**src/sv/playfair_digraph_encryptor_top_defines.svh**
```systemverilog
// Assertion macros for the files that check their own logic.
`ifndef PLAYFAIR_DIGRAPH_ENCRYPTOR_TOP_DEFINES_SVH
`define PLAYFAIR_DIGRAPH_ENCRYPTOR_TOP_DEFINES_SVH

`ifndef SYNTHESIS
`define PFE_ASSERT_NOW(lbl, ante, cons, msg) \
  lbl: assert property (@(posedge clk) disable iff (rst) (ante) |-> (cons)) else $error(msg);
`define PFE_ASSERT_NEXT(lbl, ante, cons, msg) \
  lbl: assert property (@(posedge clk) disable iff (rst) (ante) |=> (cons)) else $error(msg);
`else
`define PFE_ASSERT_NOW(lbl, ante, cons, msg)
`define PFE_ASSERT_NEXT(lbl, ante, cons, msg)
`endif

`endif

```
**src/sv/pfe_pkg.sv**
```systemverilog
package pfe_pkg;

  localparam int unsigned SIDE  = 5;
  localparam int unsigned CELLS = 25;
  localparam int unsigned ALPHA = 26;

  typedef logic [4:0] letter_t;
  typedef logic [4:0] cell_t;
  typedef logic [2:0] coord_t;

  localparam letter_t LETTER_I = 5'd8;
  localparam letter_t LETTER_J = 5'd9;
  localparam letter_t LETTER_Z = 5'd25;

  typedef enum logic [1:0] {
    CMD_KEY    = 2'd0,
    CMD_FINISH = 2'd1,
    CMD_PLAIN  = 2'd2,
    CMD_END    = 2'd3
  } cmd_t;

  typedef enum logic {
    REG_FILLER = 1'b0,
    REG_PAD    = 1'b1
  } reg_index_t;

  typedef struct packed {
    logic    we;
    cell_t   wcell;
    letter_t wletter;
    logic    pos_re;
    letter_t pos_a;
    letter_t pos_b;
    logic    sq_re;
    cell_t   sq_a;
    cell_t   sq_b;
  } pfe_sq_req_t;

  function automatic letter_t fold_letter(letter_t v);
    letter_t l;
    l = (v > LETTER_Z) ? LETTER_Z : v;
    return (l == LETTER_J) ? LETTER_I : l;
  endfunction

  function automatic coord_t row_of(cell_t p);
    if (p >= 5'd20) return 3'd4;
    else if (p >= 5'd15) return 3'd3;
    else if (p >= 5'd10) return 3'd2;
    else if (p >= 5'd5) return 3'd1;
    else return 3'd0;
  endfunction

  function automatic cell_t cell_at(coord_t r, coord_t c);
    return 5'({r, 2'b00}) + 5'(r) + 5'(c);
  endfunction

  function automatic coord_t col_of(cell_t p);
    cell_t d;
    d = p - cell_at(row_of(p), 3'd0);
    return d[2:0];
  endfunction

  function automatic coord_t wrap_inc(coord_t v);
    return (v == 3'(SIDE - 1)) ? 3'd0 : v + 3'd1;
  endfunction

endpackage

```
**src/sv/playfair_digraph_encryptor_top.sv**
```systemverilog
// Playfair encryptor over letter indices a=0 to z=25.
// Input beats carry a command and a letter: key letter, finish key, plaintext
// letter or end of message. Output beats carry one cipher letter each, and
// tlast marks the second letter of a digraph.
// The key square and the letter position table sit in two small synchronous
// memories. Plaintext and end-of-message beats are ignored until the key is
// finished; key beats are ignored after it.
// Finish key walks the whole alphabet to fill the rest of the square.
// A beat that closes a digraph goes through a position read and a square
// read, then the two cipher letters are loaded into the output buffer. A
// beat that only holds a letter is stored without a memory read.
// If the receiver stalls, a finished digraph waits in the square read stage
// until the two-beat output buffer has drained, and no input is taken.
// Reset (rst, synchronous) empties the key, the held letter and the output
// buffer and restores filler x and pad z; the configuration port writes
// filler (index 0) and pad (index 1). The block does not check its state
// there: the user must write the configuration only while the block is
// idle.
`include "playfair_digraph_encryptor_top_defines.svh"

module playfair_digraph_encryptor_top
  import pfe_pkg::*;
(
  input  logic       clk,
  input  logic       rst,
  input  logic       s_axis_tvalid,
  output logic       s_axis_tready,
  input  logic [7:0] s_axis_tdata,   // [1:0] command, [6:2] letter, [7] zero
  output logic       m_axis_tvalid,
  input  logic       m_axis_tready,
  output logic [7:0] m_axis_tdata,   // [4:0] cipher_letter, [7:5] zero
  output logic       m_axis_tlast,
  input  logic       cfg_we,
  input  logic       cfg_index,
  input  logic [4:0] cfg_data
);

  typedef enum logic [2:0] {
    S_IDLE,
    S_FILL,
    S_POS,
    S_SQ
  } state_t;

  state_t      state;
  logic        key_ready;
  cell_t       fill_count;
  logic [25:0] letter_used;
  letter_t     walk;
  logic        held_valid;
  letter_t     held_letter;
  letter_t     filler_letter;
  letter_t     pad_letter;
  logic        out_valid;
  letter_t     out_letter;
  logic        out_last;
  logic        pend_valid;
  letter_t     pend_letter;

  pfe_sq_req_t req;
  cell_t       pos_a_q;
  cell_t       pos_b_q;
  letter_t     sq_a_q;
  letter_t     sq_b_q;

  logic    accept;
  cmd_t    cmd;
  letter_t raw;
  letter_t plain;
  logic    raw_ok;
  logic    key_place;
  logic    fill_place;
  logic    start_pair;
  logic    pair_doubled;
  letter_t second;
  coord_t  ra;
  coord_t  ca;
  coord_t  rb;
  coord_t  cb;
  logic    load_out;

  assign s_axis_tready = (state == S_IDLE);
  assign accept        = s_axis_tvalid && s_axis_tready;
  assign cmd           = cmd_t'(s_axis_tdata[1:0]);
  assign raw           = s_axis_tdata[6:2];
  assign raw_ok        = (raw < 5'(ALPHA));
  assign plain         = fold_letter(raw);
  assign pair_doubled  = (plain == held_letter);

  assign m_axis_tvalid = out_valid;
  assign m_axis_tdata  = {3'b000, out_letter};
  assign m_axis_tlast  = out_last;

  always_comb begin
    key_place  = accept && (cmd == CMD_KEY) && !key_ready && raw_ok &&
                 (raw != LETTER_J) && !letter_used[raw] && (fill_count < 5'(CELLS));
    fill_place = (state == S_FILL) && (walk != LETTER_J) && !letter_used[walk] &&
                 (fill_count < 5'(CELLS));
    start_pair = accept && key_ready && held_valid &&
                 (((cmd == CMD_PLAIN) && raw_ok) || (cmd == CMD_END));
    if (cmd == CMD_END) begin
      second = fold_letter(pad_letter);
    end else if (pair_doubled) begin
      second = fold_letter(filler_letter);
    end else begin
      second = plain;
    end

    ra = row_of(pos_a_q);
    ca = col_of(pos_a_q);
    rb = row_of(pos_b_q);
    cb = col_of(pos_b_q);

    req.we      = key_place || fill_place;
    req.wcell   = fill_count;
    req.wletter = key_place ? raw : walk;
    req.pos_re  = start_pair;
    req.pos_a   = held_letter;
    req.pos_b   = second;
    req.sq_re   = (state == S_POS);
    if (ra == rb) begin
      req.sq_a = cell_at(ra, wrap_inc(ca));
      req.sq_b = cell_at(rb, wrap_inc(cb));
    end else if (ca == cb) begin
      req.sq_a = cell_at(wrap_inc(ra), ca);
      req.sq_b = cell_at(wrap_inc(rb), cb);
    end else begin
      req.sq_a = cell_at(ra, cb);
      req.sq_b = cell_at(rb, ca);
    end

    load_out = (state == S_SQ) && !out_valid;
  end

  pfe_sq u_sq (
    .clk     (clk),
    .req     (req),
    .pos_a_q (pos_a_q),
    .pos_b_q (pos_b_q),
    .sq_a_q  (sq_a_q),
    .sq_b_q  (sq_b_q)
  );

  always_ff @(posedge clk) begin
    if (rst) begin
      state         <= S_IDLE;
      key_ready     <= 1'b0;
      fill_count    <= '0;
      letter_used   <= '0;
      walk          <= '0;
      held_valid    <= 1'b0;
      held_letter   <= '0;
      filler_letter <= 5'd23;
      pad_letter    <= LETTER_Z;
      out_valid     <= 1'b0;
      out_last      <= 1'b0;
      pend_valid    <= 1'b0;
    end else begin
      if (cfg_we) begin
        case (reg_index_t'(cfg_index))
          REG_FILLER: filler_letter <= cfg_data;
          REG_PAD:    pad_letter    <= cfg_data;
          default:    filler_letter <= filler_letter;
        endcase
      end

      if (req.we) begin
        fill_count              <= fill_count + 5'd1;
        letter_used[req.wletter] <= 1'b1;
      end

      if (out_valid && m_axis_tready) begin
        if (pend_valid) begin
          out_letter <= pend_letter;
          out_last   <= 1'b1;
          pend_valid <= 1'b0;
        end else begin
          out_valid <= 1'b0;
        end
      end

      case (state)
        S_IDLE: begin
          if (accept) begin
            case (cmd)
              CMD_FINISH: begin
                if (!key_ready) begin
                  walk  <= '0;
                  state <= S_FILL;
                end
              end
              CMD_PLAIN: begin
                if (key_ready && raw_ok) begin
                  held_letter <= plain;
                  held_valid  <= !held_valid || pair_doubled;
                end
              end
              CMD_END: begin
                if (key_ready) begin
                  held_valid <= 1'b0;
                end
              end
              default: begin
              end
            endcase
            if (start_pair) begin
              state <= S_POS;
            end
          end
        end
        S_FILL: begin
          walk <= walk + 5'd1;
          if (walk == 5'(ALPHA - 1)) begin
            key_ready <= 1'b1;
            state     <= S_IDLE;
          end
        end
        S_POS: begin
          state <= S_SQ;
        end
        S_SQ: begin
          if (load_out) begin
            out_valid   <= 1'b1;
            out_letter  <= sq_a_q;
            out_last    <= 1'b0;
            pend_valid  <= 1'b1;
            pend_letter <= sq_b_q;
            state       <= S_IDLE;
          end
        end
        default: begin
          state <= S_IDLE;
        end
      endcase
    end
  end

  `PFE_ASSERT_NOW(a_pend_has_head, pend_valid, out_valid, "second cipher letter without first")
  `PFE_ASSERT_NOW(a_no_write_after_key, req.we, !key_ready, "square written after key finished")
  `PFE_ASSERT_NOW(a_key_full, key_ready, fill_count == 5'(CELLS), "finished key square not full")
  `PFE_ASSERT_NEXT(a_pair_to_sq, state == S_POS, state == S_SQ, "position read not followed")
  `PFE_ASSERT_NOW(a_no_read_before_key, req.pos_re, key_ready, "lookup before key finished")

endmodule

```
**src/sv/pfe_sq.sv**
```systemverilog
module pfe_sq
  import pfe_pkg::*;
(
  input  logic        clk,
  input  pfe_sq_req_t req,
  output cell_t       pos_a_q,
  output cell_t       pos_b_q,
  output letter_t     sq_a_q,
  output letter_t     sq_b_q
);

  letter_t square_mem [CELLS];
  cell_t   pos_mem [ALPHA];

  always_ff @(posedge clk) begin
    if (req.we) begin
      square_mem[req.wcell]  <= req.wletter;
      pos_mem[req.wletter]   <= req.wcell;
    end
    if (req.pos_re) begin
      pos_a_q <= pos_mem[req.pos_a];
      pos_b_q <= pos_mem[req.pos_b];
    end
    if (req.sq_re) begin
      sq_a_q <= square_mem[req.sq_a];
      sq_b_q <= square_mem[req.sq_b];
    end
  end

endmodule
```
**config.mk**
```make
export PLATFORM = sky130hd
export DESIGN_NAME = playfair_digraph_encryptor_top
export DESIGN_NICKNAME = d
export VERILOG_FILES = /design/src/sv/pfe_pkg.sv /design/src/sv/playfair_digraph_encryptor_top.sv /design/src/sv/pfe_sq.sv
export VERILOG_INCLUDE_DIRS = /design/src /design/src/sv
export SDC_FILE = /design/constraint.sdc
export NUM_CORES = 1
export LEC_CHECK = 0
export ABC_CLOCK_PERIOD_IN_PS = 6600
export BUFFER_PORTS_ARGS = -buffer_cell sky130_fd_sc_hd__buf_4
export CAP_MARGIN = 20
export CORE_MARGIN = 5
export CORE_UTILIZATION = 35
export CTS_BUF_LIST = sky130_fd_sc_hd__clkbuf_4 sky130_fd_sc_hd__clkbuf_8
export DETAILED_ROUTE_END_ITERATION = 12
export GPL_TIMING_DRIVEN = 0
export PLACE_DENSITY = 0.57
export SKIP_CTS_REPAIR_TIMING = 1
export SLEW_MARGIN = 20
export SYNTH_ARGS = -nofsm -noshare
export SYNTH_HDL_FRONTEND = slang
export SYNTH_SLANG_ARGS = --single-unit
```
**constraint.sdc**
```tcl
create_clock -name clk -period 6.6 [get_ports clk]
set_input_delay 1.32 -clock clk [delete_from_list [all_inputs] [get_ports clk]]
set_output_delay 1.32 -clock clk [all_outputs]
set_load 0.01 [all_outputs]
```
* Yosys cells after proc, flatten, opt, wreduce, memory -nomap -nowiden *
Memory sizes are Yosys's and may differ from the RTL's. A register that Yosys moved wholly into a read port is not among the register bits.
Index checks and enable logic that the tools add are counted.

storage, ports and cells
  flip-flop bits (word level) = 69
  memory bits (writable) = 255
  input bits = 19
  output and inout bits = 11
  word-level logic and storage cells = 180
  memories kept = 2

cells by class
  add/sub/neg operators = 18
  $lt $le $gt $ge = 17
  equality and inequality tests = 28
  multiplexer cells = 60
  bitwise operators = 3
  reduce and logical (&&, ||, !) cells = 38

memory list
  name             depth  width  rd ports  clocked after Yosys merged registers in  wr ports  RTL line      text
  u_sq.pos_mem     26     5      2         2                                        1         pfe_sq.sv:13  cell_t pos_mem [ALPHA];
  u_sq.square_mem  25     5      2         2                                        1         pfe_sq.sv:12  letter_t square_mem [CELLS];

operators by type and width
  operator               count
  $mux W5                16
  $add A5 B3 Y5          10
  $mux W3                13
  $or A26 B26 Y26        1
  $ge A5 B4 Y1 const B   4
  $mux W1                20
  $mux W10               2
  $logic_and A1 B1 Y1    18
  $lt A5 B6 Y1 const B   3
  $eq A5 B4 Y1 const B   3
  $gt A5 B5 Y1 const B   3
  $add A3 B1 Y3 const B  4
  $eq A3 B3 Y1 const B   4
  $pmux W3 S4            1
  $add A5 B1 Y5 const B  2
  $bmux W1 S5            2
  $ge A5 B3 Y1 const B   2
  $ge A5 B5 Y1 const B   2
  $lt A5 B5 Y1 const B   2
  $ne A5 B4 Y1 const B   2
  $pmux W5 S2            1
  $reduce_and A5 Y1      2
  $ne A2 B1 Y1 const B   4
  $reduce_and A4 Y1      2
  23 further kinds       41

* Longest topological paths before layout *
Gate-level depths: netlist of the first run.

  word-level depth = 14
  gate-level depth with buffers = 25
  gate-level depth less buffers = 23

* Hierarchy *
A second synthesis of the first run with hierarchy kept.

unflattened totals
  cell total of the unflattened synthesis = 1,395
  area total of the unflattened synthesis = 18,292.5 sq um

by module, submodules not included
  module                          instances  cells an instance  area each (sq um)  sequential area each (sq um)
  pfe_sq                          1          795                13,065.0           8,257.9
  playfair_digraph_encryptor_top  1          600                5,227.5            1,461.4

* Least setup slack after synthesis of the first run *
OpenSTA, ideal clock, no wires.

  path type = reg-to-reg
  from = register u_sq.pos_a_q[2], read port of u_sq.pos_mem
  to = register u_sq.sq_a_q[1], read port of u_sq.square_mem (data pin)
  arrival = 5.041 ns
  required time = 6.344 ns
  slack = 1.304 ns
  cell stages (with the launch flop) = 22
  path buffers = 2
  period minus slack after synthesis = 5.296 ns
  cell sequence = edfxtp_1 -> clkbuf_1 -> o21ai_0 -> and2_1 -> ha_1 -> inv_1 -> fa_1 -> and3_1 -> a221o_1 -> nor3_2 -> fa_1 -> ha_1 -> a21o_1 -> a21oi_1 -> xor2_1 -> nand3_1 -> a31oi_1 -> or3_1 -> buf_2 -> a2111oi_4 -> nor2_1 -> and4_1

between the ends
  word-level cells in the longest chain between the ends = 11
  elaborated cells on any way between the ends = 24
  those cells by class = add/sub (8); order compare (4); eq/ne (4); mux (8)

ends and longest elaborated chain
  what                                       RTL line                                              text
  start: declaration                         pfe_sq.sv:6                                           output cell_t pos_a_q,
  $ge A5 B3 Y1                               pfe_pkg.sv:49                                         else if (p >= 5'd5) return 3'd1;
  $mux W1                                    pfe_pkg.sv:49
  $mux W2                                    pfe_pkg.sv:48                                         else if (p >= 5'd10) return 3'd2;
  $mux W3                                    pfe_pkg.sv:47                                         else if (p >= 5'd15) return 3'd3;
  $mux W3                                    pfe_pkg.sv:46                                         if (p >= 5'd20) return 3'd4;
  $add A5 B3 Y5 (tied with other cells)      pfe_pkg.sv:54                                         return 5'({r, 2'b00}) + 5'(r) + 5'(c);
  $sub A3 B3 Y3 or $mux W3 (tied branches)   pfe_pkg.sv:59, pfe_pkg.sv:64
  $add A3 B1 Y3 (tied with other cells)      pfe_pkg.sv:64                                         return (v == 3'(SIDE - 1)) ? 3'd0 : v + 3'd1;
  $mux W3 or $add A5 B3 Y5 (tied branches)   pfe_pkg.sv:64, pfe_pkg.sv:54
  $add A5 B3 Y5 or $mux W10 (tied branches)  pfe_pkg.sv:54, playfair_digraph_encryptor_top.sv:124
  $mux W10 (*)                               playfair_digraph_encryptor_top.sv:121                 if (ra == rb) begin
  end: declaration                           pfe_sq.sv:8                                           output letter_t sq_a_q,

Every way passes the cells marked *; elsewhere a longest branch is shown, timed or not.
A chain may end at the register's enable or synchronous reset.

* Worst setup path after layout of the first run *
  from = register u_sq.pos_b_q[3], read port of u_sq.pos_mem
  to = register u_sq.sq_b_q[4], read port of u_sq.square_mem (data pin)

between the ends
  word-level cells in the longest chain between the ends = 11
  elaborated cells on any way between the ends = 24
  those cells by class = add/sub (8); order compare (4); eq/ne (4); mux (8)

ends and longest elaborated chain
  what                                       RTL line                                              text
  start: declaration                         pfe_sq.sv:7                                           output cell_t pos_b_q,
  $ge A5 B3 Y1                               pfe_pkg.sv:49
  $mux W1                                    pfe_pkg.sv:49
  $mux W2                                    pfe_pkg.sv:48
  $mux W2                                    pfe_pkg.sv:47
  $mux W3 (*)                                pfe_pkg.sv:46
  $add A5 B3 Y5 (tied with other cells)      pfe_pkg.sv:54
  $sub A3 B3 Y3 or $mux W3 (tied branches)   pfe_pkg.sv:59, pfe_pkg.sv:64
  $add A3 B1 Y3 (tied with other cells)      pfe_pkg.sv:64
  $mux W3 or $add A5 B3 Y5 (tied branches)   pfe_pkg.sv:64, pfe_pkg.sv:54
  $add A5 B3 Y5 or $mux W10 (tied branches)  pfe_pkg.sv:54, playfair_digraph_encryptor_top.sv:124
  $mux W10 (*)                               playfair_digraph_encryptor_top.sv:121
  end: declaration                           pfe_sq.sv:9                                           output letter_t sq_b_q

Marks and branches as above.

==> flow_summary_export.csv, run 1 <==
group,metric,value,unit
worst_setup_path,reg2reg_from,"u_sq.pos_b_q[3]",
grt,use_met3,2.99,%
grt,grtUsageMet1,26.6,%
drt,num_vias,13700,
power,seqPwrFrac,50.5,%
clock_network,root_buffer,"clkbuf_8",
drt,wl,55.3,mm
power,combPwrFrac,5.6,%
power,netSwitchingPower,1.07,mW
floorplan,num_rows,83,
synth,netlist_area,18200,um2
cells_and_area,fillers,4889,
grt,grt_use_total,19.0,%
synth,yosys_warnings,0,
flow_run,cap_violations,0,
cells_and_area,final_nets,1739,
worst_setup_path,slowest_stage,"a31oi_2",
floorplan,core,51400,um2
synth,synth-edff-count,285,
cells_and_area,seq_area,9720,um2
drt,postRouteAntennaNets,0,
grt,grt_pass1_vias,13400,
drt,routedWlPerCell,23.0,um
synth,async_flop_share,0,%
clock_network,h-tree-depth,2,
clock_network,clock_latency,0.65,ns
worst_setup_path,critPathCaptureType,"flop",
worst_setup_path,path_buf_inv,4,
power,powerDensity,229,nW/um2
clock_network,cts_num_sinks,343,
synth,synthFlopType,"edfxtp_1",
synth,postSynthCellCount,1592,
timing,fmax,161,MHz
cells_and_area,multi_input_area,7870,um2
floorplan,die-height,238,um
synth,synth_cell_types,79,
hold_path,hold_path_startpoint,"u_sq.sq_b_q[3]",
place,gp_congestion,0.910,
run_status,status,"finished, final reports clean",
power,clockPowerShare,43.9,%
worst_setup_path,cp_slowest_stage_delay,0.69,ns
grt,antenna_found_initial,1,
synth,yosysTopAreaCell,"edfxtp_1",
grt,grt_overflow,0,
synth,ys_seq_area_share,53.5,%
worst_setup_path,critPathMaxFanout,10,
synth,synth_seq_cells,343,
clock_network,cts_buffers,55,
timing,period_needed,6.22,ns
place,io_buffers,23,
worst_setup_path,crit_required,7.02,ns
power,p_leak,7.14,nW
synth,synthTopCellsByCount,"edfxtp_1, nand2_1, nor2_1",
power,ir_drop,0.000139,V
timing,period_share,94.3,%
timing,slew_headroom,23.8,%
synth,yosysMostFrequentCell,"edfxtp_1",
power,p_int,3.62,mW
timing,setup_violations,0,
worst_setup_path,cp_top_family,"compound AO/OA/AOI/OAI gates",
worst_setup_path,worstSetupPathType,"reg2reg",
floorplan,ios,30,
clock_network,cts_tree,"yes",
cells_and_area,final_core_util,39.9,%
timing,hold_viol_final,0,
drt,via_per_inst,5.70,
synth,synth_top_area_share,47.1,%
clock_network,clockBufferDepth,3,
floorplan,die_area,56500,um2
drt,dr.pass1.iters,5,
grt,grt_pass1_wl,83.2,mm
synth,syn-mean-instance-area,11.4,um2
power,total_power,4.69,mW
timing,finalClockSkew,0.0437,ns
power,netSwitchingFraction,22.8,%
timing,worst-slew-pin-transition,1.14,ns
hold_path,hold_class,"reg2reg",
drt,drt_iter0_markers,1603,
worst_setup_path,worstPathArrival,6.64,ns
synth,ys_top_cells_by_area,"edfxtp_1, dfxtp_1, mux4_2, nand2_1, mux2i_1",
drt,drc_errors,0,
floorplan,start_util,35.3,%
cells_and_area,syn2layout_area_growth,12.9,%
timing,drv_slew,0,
grt,grt-busiest-layer,"met2",
clock_network,path_clk_slew,0.06,ns
place,detailed_place_hpwl,39.8,mm
cells_and_area,drive_gt1_share,14.9,%
worst_setup_path,path_cells,"o21bai_1 -> a32o_1 -> inv_1 -> and2_1 -> ha_1 -> inv_1 -> fa_1 -> nor2_1 -> and4_1 -> nor3_4 -> fa_1 -> inv_1 -> fa_1 -> nand3_1 -> a31oi_2 -> buf_2 -> a21oi_1 -> a32oi_1 -> o22ai_1 -> nor3_1",
grt,grt_max_degree,33,
grt,grtUsageMet2,30.2,%
worst_setup_path,cp-startpoint,"u_sq.pos_b_q[3]",
worst_setup_path,setup.worst_path.start_class,"flop",
floorplan,die-width,238,um
timing,rsz0062_at_grt,"false",
## flip-flops by register name, indices dropped and copies added, names as in the netlist, 5 cells and up
signal	cells
fill_count	5
filler_letter	5
held_letter	5
letter_used	26
out_letter	5
pad_letter	5
pend_letter	5
u_sq.pos_a_q	5
u_sq.pos_b_q	5
u_sq.pos_mem	130
u_sq.sq_a_q	5
u_sq.sq_b_q	5
u_sq.square_mem	125
walk	5
## cell type report
cell class	count	share of cell area, %
flip-flops and latches	343	47.4
diodes	1	0.0122
plain buffers	99	2.33
well taps	680	4.15
multi-input cells	1112	38.4
inverters	40	0.733
clock buffers	84	4.97
repair buffers	23	0.842
clock inverters	20	1.16
## worst register-to-register path, cell delays in order, from the launching register on
cell and delay (ns):
edfxtp_1 0.48, o21bai_1 0.20, a32o_1 0.31, inv_1 0.16, and2_1 0.27, ha_1 0.19, inv_1 0.05, fa_1 0.42
nor2_1 0.17, and4_1 0.27, nor3_4 0.10, fa_1 0.60, inv_1 0.07, fa_1 0.53, nand3_1 0.10, a31oi_2 0.69
buf_2 0.42, a21oi_1 0.12, a32oi_1 0.26, o22ai_1 0.20, nor3_1 0.39
## per-layer routing
metal	vias to the layer above	wire length, um	part of all wire [%]
met2	622	25600	46
met1	6787	24000	43
met4	0	1660	3.0
met3	105	4150	7.5
li1	6183	-	-
met5	-	0	0
## placed cells by master, fill, tap and decap left out, types with 14 or more instances in the layout
cell type and count:
and2_1 24, nand2b_1 20, dfxtp_1 56, buf_4 30, clkbuf_4 22, nor3_1 18
buf_2 38, o22ai_1 17, a32oi_1 22, edfxtp_1 285, clkbuf_8 62, a21oi_1 103
mux4_2 46, nor2_1 109, o21a_1 31, mux2i_1 88, a211oi_1 16, nor2b_1 16
ha_1 36, o21ai_0 30, clkbuf_1 45, nand2_1 248, mux2_2 14, a221oi_1 18
nand3_1 57, inv_1 39
## power groups by stage
stage	clock (mW)	combinational, mW	sequential [mW]
2_1_floorplan	0	0.157	2.40
3_3_place_gp	0	0.253	2.41
3_5_place_dp	0	0.255	2.41
4_1_cts	2.10	0.256	2.37
5_1_grt	2.19	0.277	2.37
6_report	2.06	0.261	2.37
## metrics by stage
step | hold WS (ns) | instance area [um2] | instances | TNS, ns | setup slack [ns]
3_3_place_gp | 0.402 | 19200 | 2297 | -0.218 | -0.183
2_1_floorplan | 0.400 | 18200 | 1594 | 0 | 1.30
6_report | 0.418 | 20500 | 2402 | 0 | 0.378
3_5_place_dp | 0.405 | 19200 | 2297 | -0.151 | -0.139
4_1_cts | 0.419 | 20500 | 2401 | -0.216 | -0.178
5_1_grt | 0.444 | 20500 | 2402 | 0 | 0.0184
## cell families (layout without fill, tap and decap cells)
logic type | after synthesis | after routing | synth area share, %
flip-flops | 343 | 343 | 53.5
other | 1 | 4 | 0.0206
AO/OA/AOI/OAI | 342 | 342 | 12.9
multiplexers | 149 | 149 | 11.5
buffers and inverters | 139 | 266 | 3.44
XOR/XNOR | 24 | 24 | 1.20
AND/OR/NAND/NOR | 548 | 548 | 13.8
adder cells (fa/ha/maj) | 46 | 46 | 3.58
## worst paths after layout
kind              cells past startpoint  slack, ns        endpoint
hold reg to reg                       0       0.42  pend_letter[3]
hold / removal                        0       0.42  pend_letter[3]
setup / recovery                     20       0.38  u_sq.sq_b_q[4]
setup reg to reg                     20       0.38  u_sq.sq_b_q[4]
No activity file was read; power rests on OpenSTA's default activity.
==> run 2: changes to the inputs <==
--- a/config.mk
+++ b/config.mk
@@ -19,4 +19,5 @@
 export SLEW_MARGIN = 20
 export SYNTH_ARGS = -nofsm -noshare
 export SYNTH_HDL_FRONTEND = slang
+export SYNTH_HIERARCHICAL = 1
 export SYNTH_SLANG_ARGS = --single-unit
==> run 2 against run 1 <==
  * Sequential cell count is the same
  * Routed wire length shrank 11%
  * Sequential share of layout area shrank 0.45 points
  * Clock power is essentially flat
  * Synthesized cell count shrank 12%
  * Total power shrank 0.92%
  * Final area grew 0.99%
  * Fmax shrank 0.86%
  * Setup slack lost 0.054 ns
  * Sequential power is essentially flat
  * First-iteration DRC count shrank 27%
  * Highest routed layer is now met5
==> flow_summary_export.csv, run 2 <==
group,metric,value,unit
run_status,status,"finished, final reports clean",
timing,holdWs,0.421,ns
cells_and_area,seq_area,9730,um2
synth,synth_cell_types,81,
power,combPwrFrac,5.1,%
hold_path,hold_end,"pend_letter[2]",
timing,fmax,159,MHz
synth,ys_seq_area_share,53.1,%
cells_and_area,final_cell_mix,"edfxtp_1, mux2i_1, nor2_1",
timing,period_share,95.1,%
synth,ys_top_cells_by_area,"edfxtp_1, mux2i_1, dfxtp_1, mux4_2, mux4_1",
synth,yosys_warnings,6,
cells_and_area,fillers,4873,
power,p_int,3.62,mW
grt,grt_max_degree,38,
worst_setup_path,slowest_stage,"fa_1",
worst_setup_path,crit_required,6.94,ns
drt,via_per_inst,5.65,
cells_and_area,syn2layout_area_growth,13.2,%
floorplan,die-width,239,um
timing,hold_viol_final,0,
worst_setup_path,reg2reg_from,"u_sq/pos_a_q[1]",
cells_and_area,largest_register_ffs,130,
clock_network,cts_num_sinks,343,
clock_network,cts_tree,"yes",
worst_setup_path,setup.worst_path.start_class,"flop",
synth,synthFlopType,"edfxtp_1",
place,io_buffers,21,
place,gp_congestion,0.894,
floorplan,num_rows,83,
synth,async_flop_share,0,%
drt,num_vias,12500,
power,netSwitchingPower,1.03,mW
timing,fin_ws,0.324,ns
synth,postSynthCellCount,1395,
worst_setup_path,critPathCaptureType,"flop",
timing,period_needed,6.28,ns
worst_setup_path,cp_slowest_stage_delay,0.58,ns
hold_path,hold_path_depth,0,
power,p_leak,7.12,nW
timing,slew_headroom,38.9,%
synth,synthTopCellsByCount,"edfxtp_1, mux2i_1, nor2_1",
clock_network,path_clk_slew,0.06,ns
grt,grt_use_total,17.0,%
grt,grt_pass1_wl,75.3,mm
flow_run,cap_violations,0,
synth,syn-mean-instance-area,13.1,um2
place,preCtsSetupSlack,0.331,ns
cells_and_area,top_regs,"u_sq/pos_mem (130), u_sq/square_mem (125), letter_used (26)",
cells_and_area,final_nets,1540,
floorplan,start_util,35.5,%
timing,drv_slew,0,
worst_setup_path,worstSetupPathType,"reg2reg",
drt,drt_iter0_markers,1176,
drt,postRouteAntennaNets,0,
cells_and_area,diodes,0,
floorplan,die_area,56900,um2
floorplan,core,51500,um2
worst_setup_path,critPathMaxFanout,10,
power,clockPowerShare,44.0,%
timing,tns,0,ns
grt,antenna_found_initial,1,
worst_setup_path,worstPathArrival,6.62,ns
timing,setup_violations,0,
clock_network,clock_latency,0.65,ns
power,total_power,4.65,mW
worst_setup_path,timing.rr.end,"u_sq/sq_a_q[2]",
floorplan,ios,30,
place,detailed_place_hpwl,35.0,mm
worst_setup_path,path_cells,"nor2_1 -> a221oi_4 -> nor2_1 -> ha_1 -> inv_1 -> fa_1 -> a211o_1 -> and2_1 -> fa_1 -> fa_1 -> a21oi_1 -> a21oi_1 -> buf_2 -> buf_2 -> mux4_1 -> a22oi_1 -> a211oi_1",
synth,synth-edff-count,285,
cells_and_area,multi_input_area,8000,um2
synth,netlist_area,18300,um2
cells_and_area,regMostFlops,"u_sq/pos_mem",
cells_and_area,final_common_cell,"edfxtp_1",
synth,yosysMostFrequentCell,"edfxtp_1",
drt,wl,49.3,mm
place,dp.cells,2103,
power,seqPwrFrac,50.9,%
clock_network,cts_buffers,56,
drt,routedWlPerCell,22.3,um
grt,grt_pass1_vias,12600,
clock_network,clockBufferDepth,3,
synth,synth_top_area_share,46.8,%
drt,dr.pass1.iters,7,
worst_setup_path,rrSetupSlack,0.32,ns
synth,yosysTopAreaCell,"edfxtp_1",
timing,worst-slew-pin-transition,0.917,ns
cells_and_area,drive_gt1_share,18.1,%
worst_setup_path,cp_top_family,"adder cells",
clock_network,h-tree-depth,2,
power,netSwitchingFraction,22.1,%
worst_setup_path,path_buf_inv,3,
timing,rsz0062_at_grt,"false",
power,ir_drop,0.000141,V
synth,synth_seq_cells,343,
floorplan,die-height,239,um
worst_setup_path,r2r_cells,17,
timing,finalClockSkew,0.0373,ns
power,powerDensity,224,nW/um2
hold_path,hold_path_startpoint,"u_sq/sq_b_q[2]",
grt,grt_overflow,0,
cells_and_area,finalNonFillerCells,2208,
clock_network,root_buffer,"clkbuf_8",
drt,drc_errors,0,
hold_path,hold_class,"reg2reg",
worst_setup_path,path_common_cell,"fa_1",
==> run 2: cell count changes after synthesis, moves of 18 or more <==
cell and change:
mux2i_1 +51, and2_1 -18, a21oi_1 -41, mux4_1 +29
nand2_1 -174, o21a_1 -29, a32oi_1 -19, o2bb2ai_1 +19
nand3_1 -25, o22ai_1 +27
==> run 2: cell families after synthesis <==
group / after synthesis / synth area share, %
flip-flops: 343 / 53.1
AND/OR/NAND/NOR: 358 / 9.77
adder cells (fa/ha/maj): 43 / 3.33
AO/OA/AOI/OAI: 276 / 10.8
XOR/XNOR: 23 / 1.10
other: 1 / 0.0205
buffers and inverters: 117 / 3.31
multiplexers: 234 / 18.5
==> run 2: through the flow <==
step	util [%]	area (um2)
floorplan	-	18300
global placement	37.5	19300
detailed placement	37.7	19400
CTS	40.2	20700
global route	40.2	20700
finish	40.2	20700
==> run 2: worst max path at each step <==
stage | start | endpoint | slack (ns) | depth (start not counted)
after global routing | u_sq/pos_a_q[3] | u_sq/sq_a_q[3] | 0.09 | 20
after floorplan | s_axis_tdata[2] | u_sq/pos_mem[11][0] | 1.69 | 9
after detailed placement | u_sq/pos_a_q[1] | u_sq/sq_a_q[2] | 0.33 | 17
after CTS | u_sq/pos_a_q[1] | u_sq/sq_a_q[2] | 0.29 | 17
final | u_sq/pos_a_q[1] | u_sq/sq_a_q[2] | 0.32 | 17
after global placement | s_axis_tdata[3] | u_sq/pos_mem[3][0] | -1.11 | 10
==> run 2: layout make-up <==
type | count | area share [%]
flip-flops and latches | 343 | 47.0
multi-input cells | 937 | 38.7
clock buffers | 81 | 4.90
well taps | 680 | 4.11
plain buffers | 83 | 2.31
repair buffers | 26 | 1.26
clock inverters | 24 | 1.15
inverters | 34 | 0.617
==> run 2: power by group through the flow <==
| stage | logic (mW) | clock network, mW | registers [mW] |
|---|---|---|---|
| after floorplan | 0.158 | 0 | 2.40 |
| after detailed placement | 0.233 | 0 | 2.41 |
| final | 0.236 | 2.04 | 2.37 |
| after CTS | 0.234 | 2.10 | 2.37 |
| after global placement | 0.229 | 0 | 2.41 |
| after global routing | 0.253 | 2.20 | 2.37 |
==> run 2: routing by layer <==
layer / up-vias / track usage, % / share of wire [%] / routed length, um
met5: - / 0 / 0.026 / 13
met4: 2 / 5.32 / 2.8 / 1390
met3: 102 / 3.25 / 6.5 / 3200
met2: 454 / 28.0 / 47 / 23400
met1: 6264 / 22.9 / 43 / 21400
li1: 5648 / - / - / -
